==> config.mk <==
export PLATFORM = sky130hd
export DESIGN_NAME = srclip_front
export DESIGN_NICKNAME = d
export VERILOG_FILES = /design/src/hdl/srclip_pkg.sv /design/src/hdl/srclip_front.sv
export SDC_FILE = /design/constraint.sdc
export NUM_CORES = 1
export LEC_CHECK = 0
export BUFFER_PORTS_ARGS = -buffer_cell sky130_fd_sc_hd__buf_2
export CAP_MARGIN = 20
export CORE_AREA = 2 2 309 311
export DETAILED_ROUTE_END_ITERATION = 8
export DIE_AREA = 0 0 311 313
export PLACE_DENSITY = 0.43
export SYNTH_ARGS = -nofsm -noshare
export SYNTH_HDL_FRONTEND = slang
export SYNTH_SLANG_ARGS = --single-unit
==> constraint.sdc <==
create_clock -name vclk -period 6.6
set_clock_uncertainty 0.2 [all_clocks]
set_input_delay 0.66 -clock vclk [all_inputs]
set_output_delay 0.66 -clock vclk [all_outputs]
set_load 0.02 [all_outputs]
==> src/hdl/srclip_pkg.sv <==
// Shared types and constants of the segment/rectangle clipper.
// No dependencies; every other file refers to it by scoped names.
package srclip_pkg;

  localparam int unsigned CoordW   = 32;  // Q16.16 coordinate
  localparam int unsigned DiffW    = 33;  // coordinate difference
  localparam int unsigned MagW     = 32;  // magnitude of a difference
  localparam int unsigned TW       = 17;  // Q1.16 parameter, one included
  localparam int unsigned QuoW     = 18;  // ratio quotient bits before saturation
  localparam int unsigned NumW     = MagW + 16;
  localparam int unsigned ProdW    = DiffW + TW + 1;
  localparam int unsigned RatioW   = QuoW + 2;
  localparam int unsigned NumEdges = 4;
  localparam int unsigned CfgIdxW  = 4;

  localparam logic [QuoW-1:0] RatioSat = QuoW'(131072);
  localparam logic [TW-1:0]   TOne     = TW'(65536);

  // Register indexes of the configuration port
  localparam logic [CfgIdxW-1:0] CFG_MIN_X = CfgIdxW'(0);
  localparam logic [CfgIdxW-1:0] CFG_MAX_X = CfgIdxW'(1);
  localparam logic [CfgIdxW-1:0] CFG_MIN_Z = CfgIdxW'(2);
  localparam logic [CfgIdxW-1:0] CFG_MAX_Z = CfgIdxW'(3);

  // Edge order: left, right, bottom, top
  localparam int unsigned EDGE_LEFT   = 0;
  localparam int unsigned EDGE_RIGHT  = 1;
  localparam int unsigned EDGE_BOTTOM = 2;
  localparam int unsigned EDGE_TOP    = 3;

  typedef struct packed {
    logic signed [CoordW-1:0] start_x;
    logic signed [CoordW-1:0] start_y;
    logic signed [CoordW-1:0] start_z;
    logic signed [CoordW-1:0] end_x;
    logic signed [CoordW-1:0] end_y;
    logic signed [CoordW-1:0] end_z;
  } in_t;

  typedef struct packed {
    logic                     hit;
    logic [TW-1:0]            t_enter;
    logic [TW-1:0]            t_exit;
    logic signed [CoordW-1:0] enter_x;
    logic signed [CoordW-1:0] enter_y;
    logic signed [CoordW-1:0] enter_z;
    logic signed [CoordW-1:0] leave_x;
    logic signed [CoordW-1:0] leave_y;
    logic signed [CoordW-1:0] leave_z;
  } out_t;

  typedef struct packed {
    logic [CfgIdxW-1:0] idx;
    logic [CoordW-1:0]  wdata;
  } cfg_t;

  typedef struct packed {
    logic signed [CoordW-1:0] min_x;
    logic signed [CoordW-1:0] max_x;
    logic signed [CoordW-1:0] min_z;
    logic signed [CoordW-1:0] max_z;
  } rect_t;

  typedef struct packed {
    logic par;      // direction component is zero
    logic par_rej;  // parallel and outside
    logic enter;    // p < 0
    logic neg;      // ratio is negative
  } edge_flags_t;

  typedef struct packed {
    edge_flags_t [NumEdges-1:0] flags;
    logic [2:0][CoordW-1:0]     a;  // start x, y, z
    logic [2:0][DiffW-1:0]      d;  // end - start
  } side_t;

  typedef struct packed {
    side_t                    side;
    logic [NumEdges-1:0][MagW-1:0] mag_q;
    logic [NumEdges-1:0][MagW-1:0] mag_p;
  } job_t;

endpackage

==> src/hdl/srclip_front.sv <==
// Front end: accept a segment word and classify its four clip edges.
// Depends on srclip_pkg.
module srclip_front (
  input  logic              in_valid_i,
  output logic              in_ready_o,
  input  srclip_pkg::in_t   seg_i,
  input  srclip_pkg::rect_t rect_i,
  input  logic              full_i,
  output logic              push_o,
  output srclip_pkg::job_t  job_o
);

  logic signed [srclip_pkg::DiffW-1:0] dx, dy, dz;
  logic signed [srclip_pkg::DiffW-1:0] p [srclip_pkg::NumEdges];
  logic signed [srclip_pkg::DiffW-1:0] q [srclip_pkg::NumEdges];

  function automatic logic [srclip_pkg::MagW-1:0] mag_f(
    input logic signed [srclip_pkg::DiffW-1:0] v
  );
    logic signed [srclip_pkg::DiffW-1:0] t;
    t = v[srclip_pkg::DiffW-1] ? -v : v;
    return t[srclip_pkg::MagW-1:0];
  endfunction

  function automatic logic signed [srclip_pkg::DiffW-1:0] sx_f(
    input logic signed [srclip_pkg::CoordW-1:0] v
  );
    return {v[srclip_pkg::CoordW-1], v};
  endfunction

  assign in_ready_o = !full_i;
  assign push_o     = in_valid_i && !full_i;

  always_comb begin
    dx = sx_f(seg_i.end_x) - sx_f(seg_i.start_x);
    dy = sx_f(seg_i.end_y) - sx_f(seg_i.start_y);
    dz = sx_f(seg_i.end_z) - sx_f(seg_i.start_z);

    p[srclip_pkg::EDGE_LEFT]   = -dx;
    q[srclip_pkg::EDGE_LEFT]   = sx_f(seg_i.start_x) - sx_f(rect_i.min_x);
    p[srclip_pkg::EDGE_RIGHT]  = dx;
    q[srclip_pkg::EDGE_RIGHT]  = sx_f(rect_i.max_x) - sx_f(seg_i.start_x);
    p[srclip_pkg::EDGE_BOTTOM] = -dz;
    q[srclip_pkg::EDGE_BOTTOM] = sx_f(seg_i.start_z) - sx_f(rect_i.min_z);
    p[srclip_pkg::EDGE_TOP]    = dz;
    q[srclip_pkg::EDGE_TOP]    = sx_f(rect_i.max_z) - sx_f(seg_i.start_z);

    job_o.side.a[0] = seg_i.start_x;
    job_o.side.a[1] = seg_i.start_y;
    job_o.side.a[2] = seg_i.start_z;
    job_o.side.d[0] = dx;
    job_o.side.d[1] = dy;
    job_o.side.d[2] = dz;

    for (int e = 0; e < srclip_pkg::NumEdges; e++) begin
      job_o.side.flags[e].par     = (p[e] == '0);
      job_o.side.flags[e].par_rej = (p[e] == '0) && q[e][srclip_pkg::DiffW-1];
      job_o.side.flags[e].enter   = p[e][srclip_pkg::DiffW-1];
      job_o.side.flags[e].neg     = q[e][srclip_pkg::DiffW-1] ^ p[e][srclip_pkg::DiffW-1];
      job_o.mag_q[e]              = mag_f(q[e]);
      job_o.mag_p[e]              = mag_f(p[e]);
    end
  end

endmodule

==> impl_metrics.toml, run 1 <==
[status]
status = "complete, no violations"

[synth]
seq_area_frac_synth_pct = 0
netlist_area_mm2 = 0.0204
yosys_warnings = 0
synthCells = 3086
synth_area_per_cell_um2 = 6.61
synth_fp_nets = 3648
ys_types = 100

[pwr]
power.share.combinational_pct = 100.0
powerDensity_mw_per_mm2 = 191
swShare_pct = 64.9
clockPowerShare_pct = 0
power.net_switching_w = 0.00325
ir_drop_v = 0.000104
seq_power_share_pct = 0
p_int_w = 0.00176
cellLeakagePower_nw = 12.7

[grt]
grt_use_total_pct = 19.3
grt_max_degree = 39
antenna_found_initial = 45
grt.overflow.total = 0
grt_pass1_vias = 23300
grt_first_pass_wirelength_mm = 147

[route]
ant_nets = 0
drc_errors = 0
first_pass_iters = 5
vias = 24900
drt_first_iter_violations = 1441
wl_per_cell_um = 19.7
vias_per_cell = 4.87
routed_wl_mm = 101

[critical_path]
cp_slowest_stage_delay_ns = 0.56
critPathMaxFanout = 6
cp.depth = 21
endpoint_kind = "output pin"
cp.required_ns = 5.74
cp_num_buf_inv = 6
crit_start = "seg_i[64]"
critPathKind = "input pin to output pin"
critPathArrivalTime_ns = 5.45
crit_chain = "buf_2 -> inv_1 -> ha_2 -> inv_1 -> fa_2 -> buf_4 -> xnor2_2 -> and2_4 -> or4b_4 -> a221oi_4 -> buf_4 -> and3_1 -> and2_1 -> nand3_1 -> a221o_1 -> nand2b_2 -> or4_4 -> nand2b_4 -> o31ai_2 -> xnor2_1 -> buf_2"
crit_family = "simple AND/OR/NAND/NOR gates"
crit_path_end = "job_o[26]"
cp-start-kind = "input pin"
critPathSlowestCell = "or4_4"

[sta]
setup_viol = 0
maxSlewHeadroom_pct = 39.1
worst_pin_slew_ns = 0.902
rsz0062_at_grt = "no"
final_max_slew_viol_count = 0
hold_viol = 0
fin_crit_ns = 6.31
fin_tns_setup_ns = 0
max_freq_ghz = 0.159
post-route-period-util_pct = 95.6

[cells_and_area]
seq_cells = 0
nClkBuffers = 0
final_nets = 4397
area_delta_synth_final_pct = 28.5
drive_gt1_share_pct = 27.3
final_cells = 5106
nFillCells = 10900
register_area_um2 = 0

[job]
cap_violations = 0

[floorplanning]
die_area_mm2 = 0.0973
initial_core_util_pct = 21.7
num_rows = 113
die_h_um = 313
coreArea_mm2 = 0.0942
die_w_um = 311
pin_count = 791

[place]
io_buffers = 791
hpwl_mm = 89.7
place_congestion = 0.940
dp_cells = 5090

[min_path]
min_path_type = "input pin to output pin"

[cts]
cts-hold-fix-buffers = 0
per-layer routing:
| layer | GRT usage, % | part of all wire, % |
|---|---|---|
| met4 | 3.35 | 2.1 |
| met5 | 0 | 0.13 |
| met2 | 32.0 | 45 |
| met1 | 26.7 | 47 |
| met3 | 2.61 | 5.5 |
cell type report:
class	count	area, um2	area share (%)
timing repair buffer	929	5040	19.2
multi-input combinational	2620	18500	70.6
inverter	284	1070	4.07
antenna	8	20.0	0.0764
tap	1265	1580	6.04
metrics by stage:
step / hold slack (ns) / total power, W / area (um2) / worst slack (ns) / util [%]
floorplan: 1.20 / 0.00318 / 20400 / 0.0686 / -
global placement: 1.35 / 0.00499 / 25900 / 0.123 / 27.5
detailed placement: 1.35 / 0.00497 / 25900 / 0.105 / 27.5
CTS: 1.35 / 0.00499 / 25900 / 0.0838 / 27.5
global route: 1.36 / 0.00538 / 26200 / 0.00995 / 27.8
finish: 1.35 / 0.00501 / 26200 / 0.294 / 27.8
synth_stat cells (7+ instances only):
cell	number	area (um2)
a211o_1	21	184
o21a_1	50	375
xor2_1	119	1040
nand2_1	228	856
nand4b_1	7	61.3
o21ai_1	18	90.1
clkbuf_1	75	282
nor3_1	90	450
or4_1	13	97.6
mux2i_1	13	130
a31oi_1	39	244
nand3b_1	9	67.6
a211oi_1	39	293
inv_1	280	1050
o31ai_1	34	255
and3_1	39	244
or3_1	31	194
nand4_1	24	150
a21o_1	104	781
o21bai_1	19	143
nand3_1	105	526
ha_1	233	2920
nand2b_1	29	181
o2111ai_1	15	131
o22ai_1	9	56.3
buf_4	102	766
a31o_2	10	87.6
mux2_2	7	78.8
fa_1	7	140
a311oi_1	9	78.8
nor2b_1	44	275
a21boi_0	14	105
a21oi_1	233	1170
nor4_1	33	206
a41oi_1	10	87.6
nor2_1	269	1010
or2_2	22	138
o21ai_0	143	716
xnor2_1	317	2780
and4_1	10	87.6
and2_1	38	238
o211ai_1	23	173
nor3b_1	12	90.1
how the worst min path moves through the flow:
stage,from,endpoint,depth (start not counted)
after global routing,seg_i[134],job_o[393],2
after global placement,seg_i[157],job_o[416],2
final,seg_i[135],job_o[394],2
after floorplan,full_i,in_ready_o,1
after detailed placement,seg_i[135],job_o[394],2
after CTS,seg_i[135],job_o[394],2
layout by cell type, fill, tap and decap left out, types with 104 or more instances in the layout:
cell type	synthesis	final
buf_2	4	790
xnor2_1	317	316
inv_1	280	279
nor2_1	269	269
a21oi_1	233	230
ha_1	233	230
nand2_1	228	228
o21ai_0	143	143
buf_4	102	135
xor2_1	119	119
a21o_1	104	104
cell families after synthesis:
logic type,count (synthesis),synth area share (%)
AO/OA/AOI/OAI,878,28.6
XOR/XNOR,441,19.1
adder cells (fa/ha/maj),240,15.0
buffers and inverters,466,10.5
multiplexers,20,1.02
AND/OR/NAND/NOR,1041,25.8
power by group through the flow:
stage          logic [W]  registers, W  clock network (W)
6_report         0.00501             0     0.000000000163
5_1_grt          0.00538             0     0.000000000122
4_1_cts          0.00499             0                  0
3_5_place_dp     0.00497             0                  0
3_3_place_gp     0.00499             0                  0
2_1_floorplan    0.00318             0                  0
repair_timing:
item,in CTS,in global routing
resized for setup,0,39
setup buffers,0,6
setup endpoints to repair,0,61
Note: power is estimated with default switching activity, not from simulation.
==> run 2, diff against run 1 <==
--- a/config.mk
+++ b/config.mk
@@ -10,7 +10,7 @@
 export CORE_AREA = 2 2 309 311
 export DETAILED_ROUTE_END_ITERATION = 8
 export DIE_AREA = 0 0 311 313
-export PLACE_DENSITY = 0.43
+export PLACE_DENSITY_LB_ADDON = 0.1
 export SYNTH_ARGS = -nofsm -noshare
 export SYNTH_HDL_FRONTEND = slang
 export SYNTH_SLANG_ARGS = --single-unit
==> run 2 against run 1 <==
Effect of this change: maximum frequency shrank 0.19%; hold slack lost 0.00052 ns; sequential cell count is the same; non-clock buffer count shrank 3; combinational power is essentially flat; first-iteration DRC count grew 1.1%; global-route usage grew 0.33 points; setup slack lost 0.012 ns; sequential share of layout area is the same; total power shrank 0.38%; die area is the same; via count shrank 1.5%; highest routed layer unchanged.
==> impl_metrics.toml, run 2 (synthesis gave the netlist of run 1 again) <==
[status]
status = "complete, no violations"

[cells_and_area]
final_nets = 4394
layout_commonest_cell = "buf_2"
nClkBuffers = 0
final_cell_mix = "buf_2, xnor2_1, inv_1"
final_cells = 5102
register_area_um2 = 0
area_delta_synth_final_pct = 28.1
drive_gt1_share_pct = 27.0
seq_cells = 0

[place]
hpwl_mm = 91.1
place_congestion = 0.897
dpl_worst_slack_ns = -0.00531
io_buffers = 791
dp_cells = 5091

[floorplanning]
num_rows = 113
coreArea_mm2 = 0.0942
die_area_mm2 = 0.0973
die_h_um = 313
die_w_um = 311
initial_core_util_pct = 21.7
pin_count = 791

[sta]
maxSlewHeadroom_pct = 36.9
fin_crit_ns = 6.32
max_freq_ghz = 0.158
final_max_slew_viol_count = 0
post-route-period-util_pct = 95.7
worst_pin_slew_ns = 0.934
setup_viol = 0
hold_viol = 0
fin_ws_ns = 0.282
fin_tns_setup_ns = 0

[critical_path]
critPathKind = "input pin to output pin"
crit_chain = "buf_2 -> inv_1 -> fa_1 -> buf_4 -> xnor2_2 -> and2_4 -> or4b_4 -> a221oi_4 -> nand4_4 -> or3_1 -> a211o_1 -> a21oi_2 -> nand2b_2 -> or4_4 -> nand2b_4 -> nor4_4 -> nor2b_1 -> buf_2"
crit_top_cell = "buf_2"
endpoint_kind = "output pin"
cp.required_ns = 5.74
critPathSlowestCell = "or4_4"
cp-start-kind = "input pin"
critPathArrivalTime_ns = 5.46
cp_slowest_stage_delay_ns = 0.56
critPathMaxFanout = 6

[pwr]
power.share.combinational_pct = 100.0
clockPowerShare_pct = 0
cellLeakagePower_nw = 12.6
power.net_switching_w = 0.00324
seq_power_share_pct = 0
total_power_w = 0.00499
ir_drop_v = 0.0000765
powerDensity_mw_per_mm2 = 191
swShare_pct = 64.9
p_int_w = 0.00175

[route]
vias = 24500
routed_wl_mm = 102
vias_per_cell = 4.80
drt_first_iter_violations = 1457
drc_errors = 0
first_pass_iters = 5
ant_nets = 0
wl_per_cell_um = 20.0

[min_path]
min_path_type = "input pin to output pin"

[job]
cap_violations = 0

[grt]
grt_first_pass_wirelength_mm = 149
antenna_found_initial = 45
grt.overflow.total = 0
grt_use_total_pct = 19.6
grt_pass1_vias = 23300
grt_max_degree = 43
==> run 2: worst paths after layout <==
kind        from         end  slack (ns)  depth (start not counted)
max   seg_i[161]  job_o[453]        0.28                         18
min   seg_i[131]  job_o[390]        1.35                          2
==> run 2: metal layers <==
layer | vias up | global-route usage [%] | wire [um]
met5 | - | 0 | 144
met4 | 26 | 1.57 | 1270
met3 | 93 | 2.53 | 4890
met2 | 631 | 33.3 | 47000
met1 | 11300 | 27.3 | 48600
li1 | 12400 | - | -
==> run 2: power groups by stage <==
| stage | clock network [W] | registers [W] | logic, W |
|---|---|---|---|
| floorplan | 0 | 0 | 0.00318 |
| global placement | 0 | 0 | 0.00502 |
| detailed placement | 0 | 0 | 0.00499 |
| CTS | 0 | 0 | 0.00501 |
| global route | 0.0000000000814 | 0 | 0.00539 |
| finish | 0.000000000117 | 0 | 0.00499 |
==> run 2: repair_timing <==
action | 4_1_cts | 5_1_grt
pin swaps | 0 | 9
hold buffers | 0 | 0
endpoints found under the setup margin | 1 | 64
setup buffers | 0 | 3
cloned | 0 | 1
resized for setup | 1 | 29
==> run 2: final cells by class <==
cell class                      instances  area, um2
Antenna cell                            7       17.5
Fill cell                           10900      68000
Inverter                              284       1070
Multi-Input combinational cell       2620      18400
Tap cell                             1265       1580
Timing Repair Buffer                  926       5030
==> run 2: metrics by stage <==
step	utilization (%)	hold slack, ns	instance area [um2]
final	27.8	1.35	26100
after global routing	27.8	1.36	26100
after CTS	27.5	1.35	25900
after detailed placement	27.5	1.35	25900
after global placement	27.5	1.35	25900
after floorplan	-	1.20	20400
==> run 2: critical path, delay by kind of cell <==
kind | cells | cell delay, ns
AO/OA/AOI/OAI | 3 | 0.90
XOR/XNOR | 1 | 0.16
adder cells (fa/ha/maj) | 1 | 0.46
buffers and inverters | 4 | 0.71
AND/OR/NAND/NOR | 9 | 2.55
==> run 3, diff against run 2 <==
==> constraint.sdc (replaced) <==
create_clock -name vclk -period 6.6
set_clock_uncertainty 0.2 [all_clocks]
set_input_delay 1.32 -clock vclk [all_inputs]
set_output_delay 1.32 -clock vclk [all_outputs]
set_load 0.02 [all_outputs]
==> run 3 against run 2 <==
Effect of this change: sequential share of layout area did not move; sequential cell count stayed put; cell count is 19% higher; cell area up 52%; the run now ends with setup timing left; die area unchanged; hold slack improved by 1.3 ns; global-route usage is 2.8 points higher; routed wire length up 14%; first-iteration DRC count is 17% lower; non-clock buffer count is 966 higher.
==> impl_metrics.toml, run 3 (synthesis gave the netlist of run 1 again) <==
[route]
drt_first_iter_violations = 1205
vias = 28600
vias_per_cell = 4.70
ant_nets = 0
first_pass_iters = 5
routed_wl_mm = 117
wl_per_cell_um = 19.1
drc_errors = 0

[critical_path]
critPathArrivalTime_ns = 5.93
endpoint_kind = "output pin"
cp.required_ns = 5.08
critPathMaxFanout = 6
cp-start-kind = "input pin"
critPathKind = "input pin to output pin"

[cells_and_area]
final_nets = 5361
drive_gt1_share_pct = 53.2
area_delta_synth_final_pct = 95.3
nClkBuffers = 0
final_cell_mix = "buf_4, buf_2, inv_1"
seq_cells = 0
nFillCells = 10000
layout_commonest_cell = "buf_4"
utilization_pct = 42.3
fin_area_mm2 = 0.0399
register_area_um2 = 0
multi_input_area_mm2 = 0.0232

[floorplanning]
coreArea_mm2 = 0.0942
pin_count = 791
die_h_um = 313
die_w_um = 311
num_rows = 113
initial_core_util_pct = 21.7
die_area_mm2 = 0.0973

[sta]
worst_pin_slew_ns = 0.775
fin_crit_ns = 7.45
final_max_slew_viol_count = 0
fin_ws_ns = -0.854
setup_viol = 188
hold_slack_ns = 2.67
hold_viol = 0
maxSlewHeadroom_pct = 48.2
post-route-period-util_pct = 113
rsz0062_at_grt = "yes"
max_freq_ghz = 0.134

[grt]
grt_pass1_vias = 27700
grt_max_degree = 27
grt_first_pass_wirelength_mm = 170
grt.overflow.total = 0
grt_use_total_pct = 22.4
antenna_found_initial = 56

[place]
io_buffers = 791
dpl-instance-area_mm2 = 0.0339
dpl_worst_slack_ns = -1.01
place_congestion = 0.916
hpwl_mm = 100

[pwr]
ir_drop_v = 0.000149
cellLeakagePower_nw = 19.2
powerDensity_mw_per_mm2 = 183

[min_path]
min_path_type = "input pin to output pin"

[job]
cap_violations = 0

[status]
violations = "setup timing"
status = "finished, violations left"
-- run 3: cell types whose count changed in the layout (fill, tap and decap cells not counted), sizes merged, moves of 2 or more --
cell / previous run / this run
inv: 282 / 278
buf: 925 / 1889
clkinvlp: 1 / 6
clkbuf: 1 / 3
diode: 7 / 23
-- run 3: what timing repair did --
item / in CTS / in global routing
gates resized for setup: 711 / 380
buffers inserted: 107 / 66
pin swaps: 199 / 194
endpoints found under the setup margin: 250 / 264
gates cloned: 10 / 2
hold buffers: 0 / 0
-- run 3: area by class of cell --
cell class / instances / share of cell area [%]
inverter: 284 / 2.81
antenna: 23 / 0.144
tap: 1265 / 3.97
multi-input combinational: 2621 / 58.2
timing repair buffer: 1892 / 34.9
-- run 3: worst paths after layout --
path	startpoint	to	slack (ns)	cells past startpoint
max	seg_i[64]	job_o[453]	-0.85	21
min	seg_i[158]	job_o[417]	2.67	2
-- run 3: power breakdown --
part / switching [W] / leakage (nW) / total [W] / internal [W]
clock: 0 / 0.000146 / 0.000000000465 / 0.000000000465
combinational: 0.00394 / 19.2 / 0.00729 / 0.00335
sequential: 0 / 0 / 0 / 0
-- run 3: worst max-delay path: stages --
cell      delay (ns)
buf_8           0.11
inv_12          0.04
ha_4            0.12
inv_2           0.04
fa_2            0.41
a211oi_4        0.25
o21ai_2         0.11
a2111o_1        0.43
a21o_1          0.19
a2111o_1        0.38
or4_4           0.54
nor3_4          0.18
and3_4          0.23
and3_4          0.18
nor4bb_4        0.26
ha_4            0.28
buf_12          0.15
buf_6           0.12
nor4_4          0.26
nor2b_4         0.21
buf_6           0.12
-- run 3: layer usage --
metal	routed length (um)	track usage [%]	vias up
met1	54000	30.7	13300
li1	-	-	14400
met5	252	0	-
met4	3330	6.43	36
met2	52800	35.9	743
met3	6090	3.92	164
-- run 3: metrics by stage --
step | std cells | total power, W | setup TNS [ns]
after global routing | 6082 | 0.00774 | -96.63
after global placement | 5922 | 0.00611 | -124.83
after detailed placement | 5922 | 0.00609 | -120.11
after CTS | 6018 | 0.00694 | -56.34
after floorplan | 3086 | 0.00353 | -24.04
final | 6085 | 0.00729 | -59.49
